`config.mk`:
```
export PLATFORM = sky130hd
export DESIGN_NAME = ptz_command_frame_receiver_top
export DESIGN_NICKNAME = d
export VERILOG_FILES = /design/src/ptzr_pkg.sv /design/src/ptz_command_frame_receiver_top.sv /design/src/ptzr_front.sv /design/src/ptzr_queue.sv /design/src/ptzr_back.sv
export SDC_FILE = /design/constraint.sdc
export NUM_CORES = 1
export LEC_CHECK = 0
export BUFFER_PORTS_ARGS = -buffer_cell sky130_fd_sc_hd__buf_2
export CAP_MARGIN = 0
export CORE_MARGIN = 2
export CORE_UTILIZATION = 39
export CTS_CLUSTER_SIZE = 12
export DETAILED_ROUTE_END_ITERATION = 8
export PLACE_DENSITY_LB_ADDON = 0.1
export SKIP_LAST_GASP = 1
export SLEW_MARGIN = 20
export SYNTH_ARGS = -nofsm -noshare
export SYNTH_HDL_FRONTEND = slang
export SYNTH_HIERARCHICAL = 1
export SYNTH_SLANG_ARGS = --single-unit
```
`constraint.sdc`:
```
create_clock -name clk -period 3.86 [get_ports clk]
set_clock_uncertainty 0.05 [all_clocks]
set_input_delay 0.386 -clock clk [delete_from_list [all_inputs] [get_ports clk]]
set_output_delay 0.386 -clock clk [all_outputs]
set_load 0.03 [all_outputs]
```
`src/ptzr_pkg.sv`:
```
// ----------------------------------------------------------------------------
// ptzr_pkg: shared types and constants of the PTZ command frame receiver
// Frame positions, relay bit layout, the frame record passed from the parser
// to the relay stage, and the relay update function.
// ----------------------------------------------------------------------------
package ptzr_pkg;

	localparam logic [7:0] SYNC_BYTE = 8'hFF;

	// byte position inside a frame, 0 while hunting for sync
	localparam logic [2:0] POS_HUNT  = 3'd0;
	localparam logic [2:0] POS_ADDR  = 3'd1;
	localparam logic [2:0] POS_CMD1  = 3'd2;
	localparam logic [2:0] POS_CMD2  = 3'd3;
	localparam logic [2:0] POS_DATA1 = 3'd4;
	localparam logic [2:0] POS_DATA2 = 3'd5;
	localparam logic [2:0] POS_CHECK = 3'd6;

	// command two codes
	localparam logic [7:0] CMD_PAN_RIGHT = 8'h02;
	localparam logic [7:0] CMD_PAN_LEFT  = 8'h04;
	localparam logic [7:0] CMD_TILT_UP   = 8'h08;
	localparam logic [7:0] CMD_TILT_DOWN = 8'h10;
	localparam logic [7:0] CMD_ZOOM_IN   = 8'h20;
	localparam logic [7:0] CMD_ZOOM_OUT  = 8'h40;

	// relay latch bit positions
	localparam int RLY_PAN_RIGHT = 0;
	localparam int RLY_PAN_LEFT  = 1;
	localparam int RLY_TILT_UP   = 2;
	localparam int RLY_TILT_DOWN = 3;
	localparam int RLY_ZOOM_IN   = 4;
	localparam int RLY_ZOOM_OUT  = 5;
	localparam int RELAY_COUNT   = 6;

	localparam int QUEUE_DEPTH = 2;

	typedef logic [RELAY_COUNT-1:0] relay_t;

	typedef struct packed {
		logic       sum_ok;
		logic       addr_ok;
		logic [7:0] cmd1;
		logic [7:0] cmd2;
	} frame_t;

	function automatic relay_t apply_commands(relay_t latches, logic [7:0] cmd1,
			logic [7:0] cmd2);
		relay_t r;
		r = latches;
		if (cmd1 == 8'h00 && cmd2 == 8'h00) begin
			r = '0;
		end else begin
			if (cmd2 == CMD_PAN_RIGHT) begin
				r[RLY_PAN_RIGHT] = 1'b1;
				r[RLY_PAN_LEFT]  = 1'b0;
			end
			if (cmd2 == CMD_PAN_LEFT) begin
				r[RLY_PAN_LEFT]  = 1'b1;
				r[RLY_PAN_RIGHT] = 1'b0;
			end
			if (cmd2 == CMD_TILT_UP) begin
				r[RLY_TILT_UP]   = 1'b1;
				r[RLY_TILT_DOWN] = 1'b0;
			end
			if (cmd2 == CMD_TILT_DOWN) begin
				r[RLY_TILT_DOWN] = 1'b1;
				r[RLY_TILT_UP]   = 1'b0;
			end
			if (cmd2 == CMD_ZOOM_IN) begin
				r[RLY_ZOOM_IN]   = 1'b1;
				r[RLY_ZOOM_OUT]  = 1'b0;
			end
			if (cmd2 == CMD_ZOOM_OUT) begin
				r[RLY_ZOOM_OUT]  = 1'b1;
				r[RLY_ZOOM_IN]   = 1'b0;
			end
		end
		return r;
	endfunction

endpackage

```
`src/ptz_command_frame_receiver_top.sv`:
```
// ----------------------------------------------------------------------------
// ptz_command_frame_receiver_top: PTZ command frame receiver
// Decodes sync-led seven-byte serial frames and drives six relay latches.
// ----------------------------------------------------------------------------
//  channel  handshake             payload
//  rx       rx_valid / rx_ready   rx_byte[7:0]
//  cfg      cfg_valid / cfg_ready own_address[7:0]
//  out      out_valid / out_ready checksum_ok, address_match, six relay flags
//
// One byte is taken every cycle while rx_ready is high; a frame result passes
// through the frame queue and the relay stage's output register after its
// checksum byte is taken. The parser only stalls on a checksum byte when the
// frame queue (QueueDepth records) is full; the relay stage drains one record
// a cycle while out_ready is high. Reset clears the parser to sync hunting,
// all relays off and own_address to zero; cfg_ready is always high.
module ptz_command_frame_receiver_top #(
	parameter int QueueDepth = ptzr_pkg::QUEUE_DEPTH
) (
	input  logic       clk,
	input  logic       arst_n,
	input  logic       cfg_valid,
	output logic       cfg_ready,
	input  logic [7:0] own_address,
	input  logic       rx_valid,
	output logic       rx_ready,
	input  logic [7:0] rx_byte,
	output logic       out_valid,
	input  logic       out_ready,
	output logic       checksum_ok,
	output logic       address_match,
	output logic       pan_right_on,
	output logic       pan_left_on,
	output logic       tilt_up_on,
	output logic       tilt_down_on,
	output logic       zoom_in_on,
	output logic       zoom_out_on
);

	logic              push;
	logic              push_ready;
	ptzr_pkg::frame_t  push_frame;
	logic              pop_valid;
	logic              pop;
	ptzr_pkg::frame_t  pop_frame;
	ptzr_pkg::relay_t  relays;

	assign cfg_ready = 1'b1;

	ptzr_front u_front (
		.clk        (clk),
		.arst_n     (arst_n),
		.cfg_valid  (cfg_valid),
		.own_address(own_address),
		.rx_valid   (rx_valid),
		.rx_ready   (rx_ready),
		.rx_byte    (rx_byte),
		.push       (push),
		.push_frame (push_frame),
		.push_ready (push_ready)
	);

	ptzr_queue #(
		.Depth(QueueDepth)
	) u_queue (
		.clk       (clk),
		.arst_n    (arst_n),
		.push      (push),
		.push_frame(push_frame),
		.push_ready(push_ready),
		.pop_valid (pop_valid),
		.pop_frame (pop_frame),
		.pop       (pop)
	);

	ptzr_back u_back (
		.clk          (clk),
		.arst_n       (arst_n),
		.frame_valid  (pop_valid),
		.frame        (pop_frame),
		.frame_pop    (pop),
		.out_valid    (out_valid),
		.out_ready    (out_ready),
		.checksum_ok  (checksum_ok),
		.address_match(address_match),
		.relays       (relays)
	);

	assign pan_right_on = relays[ptzr_pkg::RLY_PAN_RIGHT];
	assign pan_left_on  = relays[ptzr_pkg::RLY_PAN_LEFT];
	assign tilt_up_on   = relays[ptzr_pkg::RLY_TILT_UP];
	assign tilt_down_on = relays[ptzr_pkg::RLY_TILT_DOWN];
	assign zoom_in_on   = relays[ptzr_pkg::RLY_ZOOM_IN];
	assign zoom_out_on  = relays[ptzr_pkg::RLY_ZOOM_OUT];

endmodule

```
`src/ptzr_front.sv`:
```
// ----------------------------------------------------------------------------
// ptzr_front: frame parser
// Hunts for sync, collects address and command bytes, keeps the running sum
// and pushes one frame record on each checksum byte.
// ----------------------------------------------------------------------------
module ptzr_front (
	input  logic              clk,
	input  logic              arst_n,
	input  logic              cfg_valid,
	input  logic [7:0]        own_address,
	input  logic              rx_valid,
	output logic              rx_ready,
	input  logic [7:0]        rx_byte,
	output logic              push,
	output ptzr_pkg::frame_t  push_frame,
	input  logic              push_ready
);

	logic [2:0] pos_q;
	logic [7:0] sum_q;
	logic [7:0] addr_q;
	logic [7:0] cmd1_q;
	logic [7:0] cmd2_q;
	logic [7:0] own_address_q;
	logic       accept;

	// only the checksum byte needs room in the queue
	assign rx_ready = (pos_q != ptzr_pkg::POS_CHECK) || push_ready;
	assign accept   = rx_valid && rx_ready;
	assign push     = accept && (pos_q == ptzr_pkg::POS_CHECK);

	assign push_frame.sum_ok  = (sum_q == rx_byte);
	assign push_frame.addr_ok = (addr_q == own_address_q);
	assign push_frame.cmd1    = cmd1_q;
	assign push_frame.cmd2    = cmd2_q;

	always_ff @(posedge clk or negedge arst_n) begin
		if (!arst_n) begin
			own_address_q <= 8'h00;
		end else if (cfg_valid) begin
			own_address_q <= own_address;
		end
	end

	always_ff @(posedge clk or negedge arst_n) begin
		if (!arst_n) begin
			pos_q <= ptzr_pkg::POS_HUNT;
		end else if (accept) begin
			unique case (pos_q)
				ptzr_pkg::POS_HUNT: begin
					if (rx_byte == ptzr_pkg::SYNC_BYTE) begin
						pos_q <= ptzr_pkg::POS_ADDR;
					end
				end
				ptzr_pkg::POS_ADDR, ptzr_pkg::POS_CMD1, ptzr_pkg::POS_CMD2,
				ptzr_pkg::POS_DATA1, ptzr_pkg::POS_DATA2: begin
					pos_q <= pos_q + 3'd1;
				end
				default: begin
					pos_q <= ptzr_pkg::POS_HUNT;
				end
			endcase
		end
	end

	always_ff @(posedge clk) begin
		if (accept) begin
			unique case (pos_q)
				ptzr_pkg::POS_HUNT: begin
					sum_q <= 8'h00;
				end
				ptzr_pkg::POS_ADDR: begin
					addr_q <= rx_byte;
					sum_q  <= sum_q + rx_byte;
				end
				ptzr_pkg::POS_CMD1: begin
					cmd1_q <= rx_byte;
					sum_q  <= sum_q + rx_byte;
				end
				ptzr_pkg::POS_CMD2: begin
					cmd2_q <= rx_byte;
					sum_q  <= sum_q + rx_byte;
				end
				ptzr_pkg::POS_DATA1, ptzr_pkg::POS_DATA2: begin
					sum_q <= sum_q + rx_byte;
				end
				default: begin
					sum_q <= sum_q;
				end
			endcase
		end
	end

endmodule

```
`src/ptzr_queue.sv`:
```
// ----------------------------------------------------------------------------
// ptzr_queue: frame record queue
// Small register queue between parser and relay stage, so each side stalls
// on its own.
// ----------------------------------------------------------------------------
module ptzr_queue #(
	parameter int Depth = ptzr_pkg::QUEUE_DEPTH
) (
	input  logic              clk,
	input  logic              arst_n,
	input  logic              push,
	input  ptzr_pkg::frame_t  push_frame,
	output logic              push_ready,
	output logic              pop_valid,
	output ptzr_pkg::frame_t  pop_frame,
	input  logic              pop
);

	localparam int PtrW = (Depth > 1) ? $clog2(Depth) : 1;
	localparam int CntW = $clog2(Depth + 1);
	localparam logic [PtrW-1:0] LastIdx = PtrW'(Depth - 1);
	localparam logic [CntW-1:0] Full    = CntW'(Depth);

	ptzr_pkg::frame_t mem_q [Depth];
	logic [PtrW-1:0]  wr_ptr_q;
	logic [PtrW-1:0]  rd_ptr_q;
	logic [CntW-1:0]  count_q;
	logic             do_push;
	logic             do_pop;

	assign push_ready = (count_q != Full);
	assign pop_valid  = (count_q != '0);
	assign pop_frame  = mem_q[rd_ptr_q];
	assign do_push    = push && push_ready;
	assign do_pop     = pop && pop_valid;

	always_ff @(posedge clk) begin
		if (do_push) begin
			mem_q[wr_ptr_q] <= push_frame;
		end
	end

	always_ff @(posedge clk or negedge arst_n) begin
		if (!arst_n) begin
			wr_ptr_q <= '0;
			rd_ptr_q <= '0;
			count_q  <= '0;
		end else begin
			if (do_push) begin
				wr_ptr_q <= (wr_ptr_q == LastIdx) ? '0 : wr_ptr_q + PtrW'(1);
			end
			if (do_pop) begin
				rd_ptr_q <= (rd_ptr_q == LastIdx) ? '0 : rd_ptr_q + PtrW'(1);
			end
			if (do_push && !do_pop) begin
				count_q <= count_q + CntW'(1);
			end else if (do_pop && !do_push) begin
				count_q <= count_q - CntW'(1);
			end
		end
	end

endmodule

```
`src/ptzr_back.sv`:
```
// ----------------------------------------------------------------------------
// ptzr_back: relay stage
// Applies each frame record whose sum and address check out to the relay
// latches and holds the result in an output register until it is taken.
// ----------------------------------------------------------------------------
module ptzr_back (
	input  logic              clk,
	input  logic              arst_n,
	input  logic              frame_valid,
	input  ptzr_pkg::frame_t  frame,
	output logic              frame_pop,
	output logic              out_valid,
	input  logic              out_ready,
	output logic              checksum_ok,
	output logic              address_match,
	output ptzr_pkg::relay_t  relays
);

	ptzr_pkg::relay_t relay_q;
	ptzr_pkg::relay_t relay_next;
	logic             out_valid_q;
	logic             sum_ok_q;
	logic             addr_ok_q;

	// take a new record when the output register is empty or being drained
	assign frame_pop = frame_valid && (!out_valid_q || out_ready);

	always_comb begin
		relay_next = relay_q;
		if (frame.sum_ok && frame.addr_ok) begin
			relay_next = ptzr_pkg::apply_commands(relay_q, frame.cmd1, frame.cmd2);
		end
	end

	always_ff @(posedge clk or negedge arst_n) begin
		if (!arst_n) begin
			relay_q     <= '0;
			out_valid_q <= 1'b0;
		end else begin
			if (frame_pop) begin
				relay_q     <= relay_next;
				out_valid_q <= 1'b1;
			end else if (out_ready) begin
				out_valid_q <= 1'b0;
			end
		end
	end

	always_ff @(posedge clk) begin
		if (frame_pop) begin
			sum_ok_q  <= frame.sum_ok;
			addr_ok_q <= frame.addr_ok;
		end
	end

	assign out_valid     = out_valid_q;
	assign checksum_ok   = sum_ok_q;
	assign address_match = addr_ok_q;
	assign relays        = relay_q;

endmodule

```
==> results.cfg, run 1 <==
[run_status]
run_status = complete, no violations

[global_route]
grt_max_degree = 23
track_usage_pct = 13.8
vias_in_the_first_global_route = 2251
antenna_found_initial = 0
grt_pass1_wl_mm = 11.7
globalRoute.totalOverflow = 0

[drt]
residual_drc = 0
finalWirelength_mm = 7.22
route.detailed.wl_per_inst_um = 15.8
drtIter0Drc = 87
ant_nets = 0
detailroute.via_count = 2281
vias_per_cell = 5.00
total_iterations_of_the_first_detailed_routing_run = 4

[critical_path]
crit_arrival_ns = 2.74
worst_setup_path_end_kind = register
r2r_slack_ns = 1.31
crit_fanout = 18
rr_endpoint = u_back/relays[1]$_DFFE_PN0P_
worst_setup_path_start_kind = register
timing.rr.start = u_queue/rd_ptr_q$_DFFE_PN0P_
timing.setup.critical_path_class = register to register
worst-endpoint-required_ns = 4.05
r2r_cells = 5

[clock_network]
htreeDepth = 3
clock_tree.buffer_depth = 2
tritoncts_num_sinks = 92
postCtsSetupBuffers = 0
cts_buffers = 9
insertion_delay_ns = 0.36
clock-root-buffer = sky130_fd_sc_hd__clkbuf_8
cts.clk_slew.worst_paths_ns = 0.09
cts_tree = built

[power]
power-per-cell-area_nw_per_um2 = 629
peakVddDrop_v = 0.000362
total_leakage_power_nw = 1.71

[floorplanning]
row_count = 37
boundaryPins = 32
initial_utilization_pct = 39.9
area_of_the_die_um2 = 11300
core_um2 = 10200
chipWidth_um = 106
chipHeight_um = 106

[final_layout]
multi_input_comb_area_um2 = 1360
synthToLayoutAreaGrowth_pct = 11.6
n_fill_cell = 927
layout-drive-gt1-share_pct = 24.7
leading_cell_type_in_the_layout_fill_and_taps_excluded = sky130_fd_sc_hd__edfxtp_1
final_cell_mix = 70 x sky130_fd_sc_hd__edfxtp_1, 30 x sky130_fd_sc_hd__buf_2, 22 x sky130_fd_sc_hd__dfrtp_1
register_area_um2 = 2650
fin_cells = 456
num-nets-final = 350
antenna_cells = 0

[timing]
finalHoldViolCount = 0
timing.final.max_slew_violations = 0
finalCritPeriodShare_pct = 66.1
worst-slew-pin-transition_ns = 0.862
rsz0062_at_grt = no
totalNegativeSetupSlack_ns = 0
finalSetupViolations = 0
max_freq_mhz = 392
holdWs_ns = 0.202
fin_crit_ns = 2.55
rel_slew_slack_pct = 42.6

[flow_run]
max_cap_viol_count = 0

[synthesis]
postSynthRegisterBits = 92
post_synth_edffs = 70
synth_cell_types = 53
synth.net_count = 311
synth_cells = 276
synth-seq-area-share_pct = 65.0
synthesis.yosys.warnings = 6
netlist_area_pre_place_um2 = 4080
syn_avg_cell_area_um2 = 14.8
async_reset_ff_share_pct = 23.9
synth_top_flop_cell = sky130_fd_sc_hd__edfxtp_1

[min_path]
hp-start = own_address[0]
timing.hold.worst.class = input pin to register
hold-path-endpoint = u_front/own_address_q[0]$_DFFE_PN0P_
min_path_cells = 2

[placement]
dp.cells = 439
detailed_place_hpwl_mm = 5.04
gp_routability_congestion = 0.903
io_buffers = 30
==> flip-flops by register name, indices dropped and copies added (netlist names), 2 cells and up <==
name                   flops
u_queue/count_q            2
u_front/cmd1_q             8
u_queue/mem_q             36
u_front/pos_q              3
u_front/cmd2_q             8
u_front/sum_q              8
u_back/relays              6
u_front/own_address_q      8
u_front/addr_q             8
==> cell type report <==
cell class	count	area share, %
tap	136	3.74
timing repair buffer	33	3.85
clock buffer	10	2.80
sequential	92	58.2
multi-input combinational	172	29.8
inverter	7	0.577
clock inverter	6	1.02
==> through the flow <==
| step | power [mW] | util [%] | worst slack [ns] | area (µm²) |
|---|---|---|---|---|
| floorplan | 2.11 | - | 1.25 | 4080 |
| global placement | 2.29 | 42.7 | 1.32 | 4370 |
| detailed placement | 2.31 | 42.7 | 1.28 | 4370 |
| CTS | 2.90 | 44.5 | 1.26 | 4560 |
| global route | 3.06 | 44.5 | 1.08 | 4560 |
| finish | 2.87 | 44.5 | 1.31 | 4560 |
==> kinds of logic (layout without fill, tap and decap cells) <==
group / after synthesis / after routing / share of synthesized area, %
other: 1 / 1 / 0.0919
xor gates and xnor gates: 14 / 14 / 3.00
AOI/OAI and AO/OA: 33 / 33 / 5.46
DFF: 92 / 92 / 65.0
and+or+nand+nor: 80 / 80 / 11.2
muxes: 30 / 30 / 8.98
buffers and inverters: 12 / 56 / 1.78
adders and majority gates: 14 / 14 / 4.47
==> worst max-delay path, cell delays in order, from the launching register on <==
cell	delay, ns
sky130_fd_sc_hd__dfrtp_1	0.91
sky130_fd_sc_hd__mux2_2	0.47
sky130_fd_sc_hd__nor4_4	0.53
sky130_fd_sc_hd__nand3_1	0.17
sky130_fd_sc_hd__a211oi_2	0.24
sky130_fd_sc_hd__nor2_1	0.07
==> synthesized netlist by cell type, types with 2 or more instances <==
| cell | n | area [µm²] |
|---|---|---|
| sky130_fd_sc_hd__xor2_1 | 3 | 26.3 |
| sky130_fd_sc_hd__nor4_4 | 2 | 42.5 |
| sky130_fd_sc_hd__nand4_1 | 5 | 31.3 |
| sky130_fd_sc_hd__nand3_1 | 5 | 25.0 |
| sky130_fd_sc_hd__nand2_1 | 18 | 67.6 |
| sky130_fd_sc_hd__mux2_2 | 17 | 191 |
| sky130_fd_sc_hd__and3_1 | 4 | 25.0 |
| sky130_fd_sc_hd__nor2_1 | 18 | 67.6 |
| sky130_fd_sc_hd__inv_1 | 7 | 26.3 |
| sky130_fd_sc_hd__dfrtp_1 | 22 | 551 |
| sky130_fd_sc_hd__edfxtp_1 | 70 | 2100 |
| sky130_fd_sc_hd__and2_1 | 2 | 12.5 |
| sky130_fd_sc_hd__a31oi_1 | 2 | 12.5 |
| sky130_fd_sc_hd__xnor2_1 | 11 | 96.3 |
| sky130_fd_sc_hd__nor4_1 | 3 | 18.8 |
| sky130_fd_sc_hd__nor3_1 | 4 | 20.0 |
| sky130_fd_sc_hd__o21ai_0 | 6 | 30.0 |
| sky130_fd_sc_hd__mux2i_1 | 4 | 40.0 |
| sky130_fd_sc_hd__o21a_1 | 2 | 15.0 |
| sky130_fd_sc_hd__nor2b_1 | 2 | 12.5 |
| sky130_fd_sc_hd__mux2_4 | 9 | 135 |
| sky130_fd_sc_hd__nor4b_1 | 3 | 26.3 |
| sky130_fd_sc_hd__nand2b_1 | 6 | 37.5 |
| sky130_fd_sc_hd__ha_1 | 13 | 163 |
| sky130_fd_sc_hd__a211oi_1 | 3 | 22.5 |
| sky130_fd_sc_hd__a41oi_1 | 2 | 17.5 |
| sky130_fd_sc_hd__a21oi_1 | 7 | 35.0 |
==> repair_timing <==
| action | 4_1_cts | 5_1_grt |
|---|---|---|
| hold buffers | 1 | 0 |
| gates resized for setup | 0 | 0 |
| endpoints found under the setup margin | 0 | 0 |
| hold endpoints to repair | 22 | 0 |
==> power by group <==
group | total, mW | internal (mW) | switching [mW]
clock | 0.588 | 0.241 | 0.347
sequential | 1.38 | 1.26 | 0.117
combinational | 0.898 | 0.402 | 0.496
total | 2.87 | 1.91 | 0.961
==> worst max path at each step <==
stage | startpoint | end | slack, ns | depth (start not counted)
2_1_floorplan | u_front/pos_q[0]$_DFFE_PN0P_ | u_queue/mem_q[0][0]$_DFFE_PP_ | 1.25 | 7
3_3_place_gp | u_queue/rd_ptr_q$_DFFE_PN0P_ | u_back/relays[1]$_DFFE_PN0P_ | 1.32 | 5
3_5_place_dp | u_queue/rd_ptr_q$_DFFE_PN0P_ | u_back/relays[1]$_DFFE_PN0P_ | 1.28 | 5
4_1_cts | u_queue/rd_ptr_q$_DFFE_PN0P_ | u_back/relays[1]$_DFFE_PN0P_ | 1.26 | 5
5_1_grt | u_queue/rd_ptr_q$_DFFE_PN0P_ | u_back/relays[1]$_DFFE_PN0P_ | 1.08 | 5
6_report | u_queue/rd_ptr_q$_DFFE_PN0P_ | u_back/relays[1]$_DFFE_PN0P_ | 1.31 | 5
==> metal layers <==
layer  vias up  routed length [µm]  GRT usage (%)
met5         -                   0              0
met4         0                 132           6.30
met3        10                 233           2.70
met2        49                3330           21.6
met1      1108                3530           18.6
li1       1114                   -              -
No activity file was read; power rests on OpenSTA's default activity.
==> run 2, diff against run 1 <==
Clock period 3.86 ns to 2.2 ns, I/O delays scaled along.
==> run 2 against run 1 <==
- first-iteration DRC count decreased by 3.4%
- combinational power rose by 94%
- critical path depth increased by 5
- register-to-register slack got worse by 1.1 ns
- global-route usage rose by 0.18 points
- clock power up 97%
- die area stayed put
- core utilization grew 1.6 points
==> results.cfg, run 2 (synthesis results as in run 1) <==
[run_status]
run_status = complete, no violations

[clock_network]
clock-root-buffer = sky130_fd_sc_hd__clkbuf_8
cts_tree = built
tritoncts_num_sinks = 92
cts_buffers = 9
insertion_delay_ns = 0.35
cts.clk_slew.worst_paths_ns = 0.09
clock_tree.buffer_depth = 2
htreeDepth = 3

[critical_path]
rr_endpoint = u_queue/count_q[1]$_DFFE_PN0P_
r2r_cells = 10
r2r_slack_ns = 0.16
worst_setup_path_end_kind = register
critical_path_buf_inv_count = 2
crit_arrival_ns = 2.27
worst-endpoint-required_ns = 2.43
crit_path_cell_trace = inv_1 > ha_2 > nand3b_1 > nand2_1 > nor2_1 > nand2_2 > inv_1 > ha_1 > nor2_1 > xor2_1
timing.setup.critical_path_class = register to register
crit_fanout = 4
crit_path_max_incr_delay_ns = 0.42
worst_setup_path_start_kind = register
path_delay_family = simple AND/OR/NAND/NOR gates
timing.rr.start = u_front/pos_q[0]$_DFFE_PN0P_
critPathSlowestCell = sky130_fd_sc_hd__dfrtp_1

[flow_run]
max_cap_viol_count = 0

[floorplanning]
core_um2 = 10200
chipHeight_um = 106
chipWidth_um = 106
area_of_the_die_um2 = 11300
initial_utilization_pct = 39.9
row_count = 37
boundaryPins = 32

[final_layout]
design_area_um2 = 4720
fin_cells = 466
leading_cell_type_in_the_layout_fill_and_taps_excluded = sky130_fd_sc_hd__edfxtp_1
synthToLayoutAreaGrowth_pct = 15.7
max_flop_register = u_queue/mem_q
antenna_cells = 0
num-nets-final = 360
n_fill_cell = 917
largest_register_ffs = 36
multi_input_comb_area_um2 = 1370
layout-drive-gt1-share_pct = 28.5
final_cell_mix = 70 x sky130_fd_sc_hd__edfxtp_1, 30 x sky130_fd_sc_hd__buf_2, 22 x sky130_fd_sc_hd__dfrtp_1
register_area_um2 = 2650

[power]
peakVddDrop_v = 0.000564
power-per-cell-area_nw_per_um2 = 1110
total_leakage_power_nw = 1.78
totalPowerFinal_mw = 5.25

[drt]
ant_nets = 0
drtIter0Drc = 84
finalWirelength_mm = 7.19
detailroute.via_count = 2317
total_iterations_of_the_first_detailed_routing_run = 4
vias_per_cell = 4.97
residual_drc = 0
route.detailed.wl_per_inst_um = 15.4

[min_path]
hold-path-endpoint = u_front/own_address_q[1]$_DFFE_PN0P_
timing.hold.worst.class = input pin to register
hp-start = own_address[1]
min_path_cells = 2

[timing]
timing.final.max_slew_violations = 0
holdWs_ns = 0.0374
finalHoldViolCount = 0
finalSetupViolations = 0
finalCritPeriodShare_pct = 92.8
max_freq_mhz = 490
worst-slew-pin-transition_ns = 0.557
rel_slew_slack_pct = 62.9
fin_crit_ns = 2.04
final_critical_path_setup_slack_ns = 0.158

[global_route]
track_usage_pct = 14.0
globalRoute.totalOverflow = 0
vias_in_the_first_global_route = 2271
antenna_found_initial = 0
grt_pass1_wl_mm = 11.8
grt_max_degree = 23

[placement]
dp.cells = 446
place_ws_ns = 0.0539
io_buffers = 30
detailed_place_hpwl_mm = 5.08
gp_routability_congestion = 0.780
placement.cell_area_um2 = 4470
[run 2: cell types whose count changed in the layout (fill, tap and decap cells not counted), moves of 2 or more]
cell,previous run,this run
sky130_fd_sc_hd__buf_4,2,9
sky130_fd_sc_hd__inv_6,2,0
sky130_fd_sc_hd__clkinvlp_4,0,3
sky130_fd_sc_hd__clkbuf_16,0,2
sky130_fd_sc_hd__clkinv_4,2,0
sky130_fd_sc_hd__buf_12,0,3
[run 2: layout make-up]
cell class	instances	share of cell area [%]
multi-input cells	172	29.0
inverters	7	0.556
repair buffers	43	6.09
clock buffers	12	3.97
flip-flops and latches	92	56.2
clock inverters	4	0.583
well taps	136	3.60
[run 2: how the worst max path moves through the flow]
stage	end	cells after the start	from	slack, ns
after floorplan	u_queue/count_q[1]$_DFFE_PN0P_	10	u_front/pos_q[0]$_DFFE_PN0P_	0.03
after global placement	u_queue/count_q[1]$_DFFE_PN0P_	10	u_front/pos_q[0]$_DFFE_PN0P_	0.09
after detailed placement	u_queue/count_q[1]$_DFFE_PN0P_	10	u_front/pos_q[0]$_DFFE_PN0P_	0.05
after CTS	u_queue/count_q[1]$_DFFE_PN0P_	10	u_front/pos_q[0]$_DFFE_PN0P_	0.02
after global routing	u_queue/count_q[1]$_DFFE_PN0P_	11	u_front/pos_q[0]$_DFFE_PN0P_	-0.006
final	u_queue/count_q[1]$_DFFE_PN0P_	10	u_front/pos_q[0]$_DFFE_PN0P_	0.16
[run 2: timing repair]
item | CTS | global route
buffers inserted | 0 | 3
endpoints found under the setup margin | 0 | 20
hold buffers | 1 | 0
hold endpoints to repair | 22 | 0
gates resized for setup | 0 | 2
[run 2: layer usage]
layer  global-route usage (%)  routed length, µm
met2                     22.7               3500
met4                     4.23                 77
met3                     4.29                270
met1                     18.0               3350
met5                        0                  0
[run 2: report_power, final]
| group | internal [mW] | leakage (nW) | total (mW) | switching, mW |
|---|---|---|---|---|
| Combinational | 0.771 | 0.774 | 1.74 | 0.964 |
| Clock | 0.577 | 0.101 | 1.16 | 0.582 |
| Sequential | 2.22 | 0.907 | 2.35 | 0.135 |
| Total | 3.57 | 1.78 | 5.25 | 1.68 |
[run 2: through the flow]
step                      setup TNS (ns)  util [%]
final                                  0      46.2
after global routing            -0.00613      46.2
after CTS                              0      45.9
after detailed placement               0      43.7
after global placement                 0      43.7
after floorplan                        0         -
==> run 3, diff against run 2 <==
Settings changed: CORE_MARGIN 2 to 5.
==> run 3 against run 2 <==
- non-clock buffer count down 2
- via count fell by 0.39%
- design area hardly changed
- fmax increased by 1.5%
- core utilization down 0.17 points
- largest cell class unchanged
- clock power increased by 12%
- critical endpoint is now u_back/relays[3]$_DFFE_PN0P_
- final cell count down 0.43%
==> results.cfg, run 3 (synthesis results as in run 1) <==
[placement]
detailed_place_hpwl_mm = 5.28
placement.cell_area_um2 = 4470
dp.cells = 446
io_buffers = 30
gp_routability_congestion = 0.812

[drt]
finalWirelength_mm = 7.34
residual_drc = 0
detailroute.via_count = 2308
vias_per_cell = 4.97
ant_nets = 0
route.detailed.wl_per_inst_um = 15.8
total_iterations_of_the_first_detailed_routing_run = 4
drtIter0Drc = 120

[clock_network]
insertion_delay_ns = 0.35
htreeDepth = 3
cts_buffers = 9
cts_tree = built
tritoncts_num_sinks = 92
cts.clk_slew.worst_paths_ns = 0.09
clock-root-buffer = sky130_fd_sc_hd__clkbuf_8
clock_tree.buffer_depth = 2

[min_path]
timing.hold.worst.class = input pin to register
hp-start = own_address[4]
hold-path-endpoint = u_front/own_address_q[4]$_DFFE_PN0P_
min_path_cells = 2

[floorplanning]
initial_utilization_pct = 39.7
boundaryPins = 32
row_count = 37
chipWidth_um = 112
area_of_the_die_um2 = 12600
core_um2 = 10300
chipHeight_um = 112

[critical_path]
r2r_slack_ns = 0.19
worst-endpoint-required_ns = 2.38
critical_path_buf_inv_count = 2
worst_setup_path_start_kind = register
worst_setup_path_end_kind = register
critPathSlowestCell = sky130_fd_sc_hd__mux2_2
crit_path_cell_trace = buf_12 > mux2_2 > nor4_4 > buf_4 > nand2_1 > o21ai_0 > a21oi_1
crit_arrival_ns = 2.19
r2r_cells = 7
path_delay_family = simple AND/OR/NAND/NOR gates
timing.setup.critical_path_class = register to register
rr_endpoint = u_back/relays[3]$_DFFE_PN0P_
timing.rr.start = u_queue/rd_ptr_q$_DFFE_PN0P_
crit_path_max_incr_delay_ns = 0.40
startpoint = u_queue/rd_ptr_q$_DFFE_PN0P_
crit_fanout = 19

[timing]
rel_slew_slack_pct = 64.9
worst-slew-pin-transition_ns = 0.527
rsz0062_at_grt = no
finalCritPeriodShare_pct = 91.4
finalHoldViolCount = 0
finalSetupViolations = 0
max_freq_mhz = 497
totalNegativeSetupSlack_ns = 0
timing.final.max_slew_violations = 0
fin_crit_ns = 2.01

[final_layout]
leading_cell_type_in_the_layout_fill_and_taps_excluded = sky130_fd_sc_hd__edfxtp_1
layout-drive-gt1-share_pct = 27.4
num-nets-final = 358
max_flop_register = u_queue/mem_q
design_area_um2 = 4730
fin_cells = 464
largest_register_ffs = 36
n_fill_cell = 962
final_cell_mix = 70 x sky130_fd_sc_hd__edfxtp_1, 30 x sky130_fd_sc_hd__buf_2, 22 x sky130_fd_sc_hd__dfrtp_1
synthToLayoutAreaGrowth_pct = 15.8
antenna_cells = 0

[global_route]
grt_pass1_wl_mm = 12.4
antenna_found_initial = 0
grt_max_degree = 23
track_usage_pct = 12.5
vias_in_the_first_global_route = 2472
globalRoute.totalOverflow = 0

[run_status]
run_status = complete, no violations

[power]
peakVddDrop_v = 0.000505
power-per-cell-area_nw_per_um2 = 1140
total_leakage_power_nw = 1.79

[flow_run]
max_cap_viol_count = 0
[run 3: area by class of cell]
| type | count | area (µm²) | share of cell area (%) |
|---|---|---|---|
| Clock inverter | 3 | 67.6 | 1.43 |
| Timing Repair Buffer | 41 | 273 | 5.77 |
| Clock buffer | 13 | 169 | 3.57 |
| Sequential cell | 92 | 2650 | 56.1 |
| Tap cell | 136 | 170 | 3.60 |
| Inverter | 7 | 26.3 | 0.556 |
| Multi-Input combinational cell | 172 | 1370 | 29.0 |
[run 3: worst max-delay path by stage]
stage | end | cells past startpoint
CTS | u_queue/count_q[1]$_DFFE_PN0P_ | 11
global placement | u_back/relays[3]$_DFFE_PN0P_ | 7
global route | u_queue/count_q[1]$_DFFE_PN0P_ | 10
finish | u_back/relays[3]$_DFFE_PN0P_ | 7
detailed placement | u_queue/count_q[1]$_DFFE_PN0P_ | 11
floorplan | u_queue/count_q[1]$_DFFE_PN0P_ | 10
[run 3: timing repair]
action	CTS	global route
hold endpoints to repair	22	0
setup endpoints to repair	0	1
hold buffers	1	0
gates resized for setup	0	1
setup buffers	0	1
[run 3: metrics by stage]
stage / setup slack, ns / power, mW / hold slack, ns / util (%)
6_report: 0.188 / 5.40 / 0.0457 / 46.0
5_1_grt: 0.0203 / 5.77 / 0.0215 / 46.0
4_1_cts: 0.117 / 5.45 / 0.0241 / 45.9
3_5_place_dp: 0.148 / 4.12 / 0.188 / 43.5
3_3_place_gp: 0.228 / 4.10 / 0.187 / 43.5
2_1_floorplan: 0.0258 / 3.72 / -0.126 / -
[run 3: routing by layer]
metal / share of wire, % / track usage (%) / wire (µm) / vias up
met5: 0 / 0 / 0 / -
met1: 46 / 16.1 / 3380 / 1129
li1: - / - / - / 1131
met3: 3.7 / 2.75 / 271 / 5
met4: 0.89 / 4.25 / 65 / 0
met2: 49 / 20.8 / 3620 / 43
[run 3: where the power goes]
part	internal, mW	switching, mW	leakage, nW
sequential	2.22	0.135	0.907
clock	0.734	0.567	0.116
combinational	0.768	0.975	0.767
total	3.72	1.68	1.79
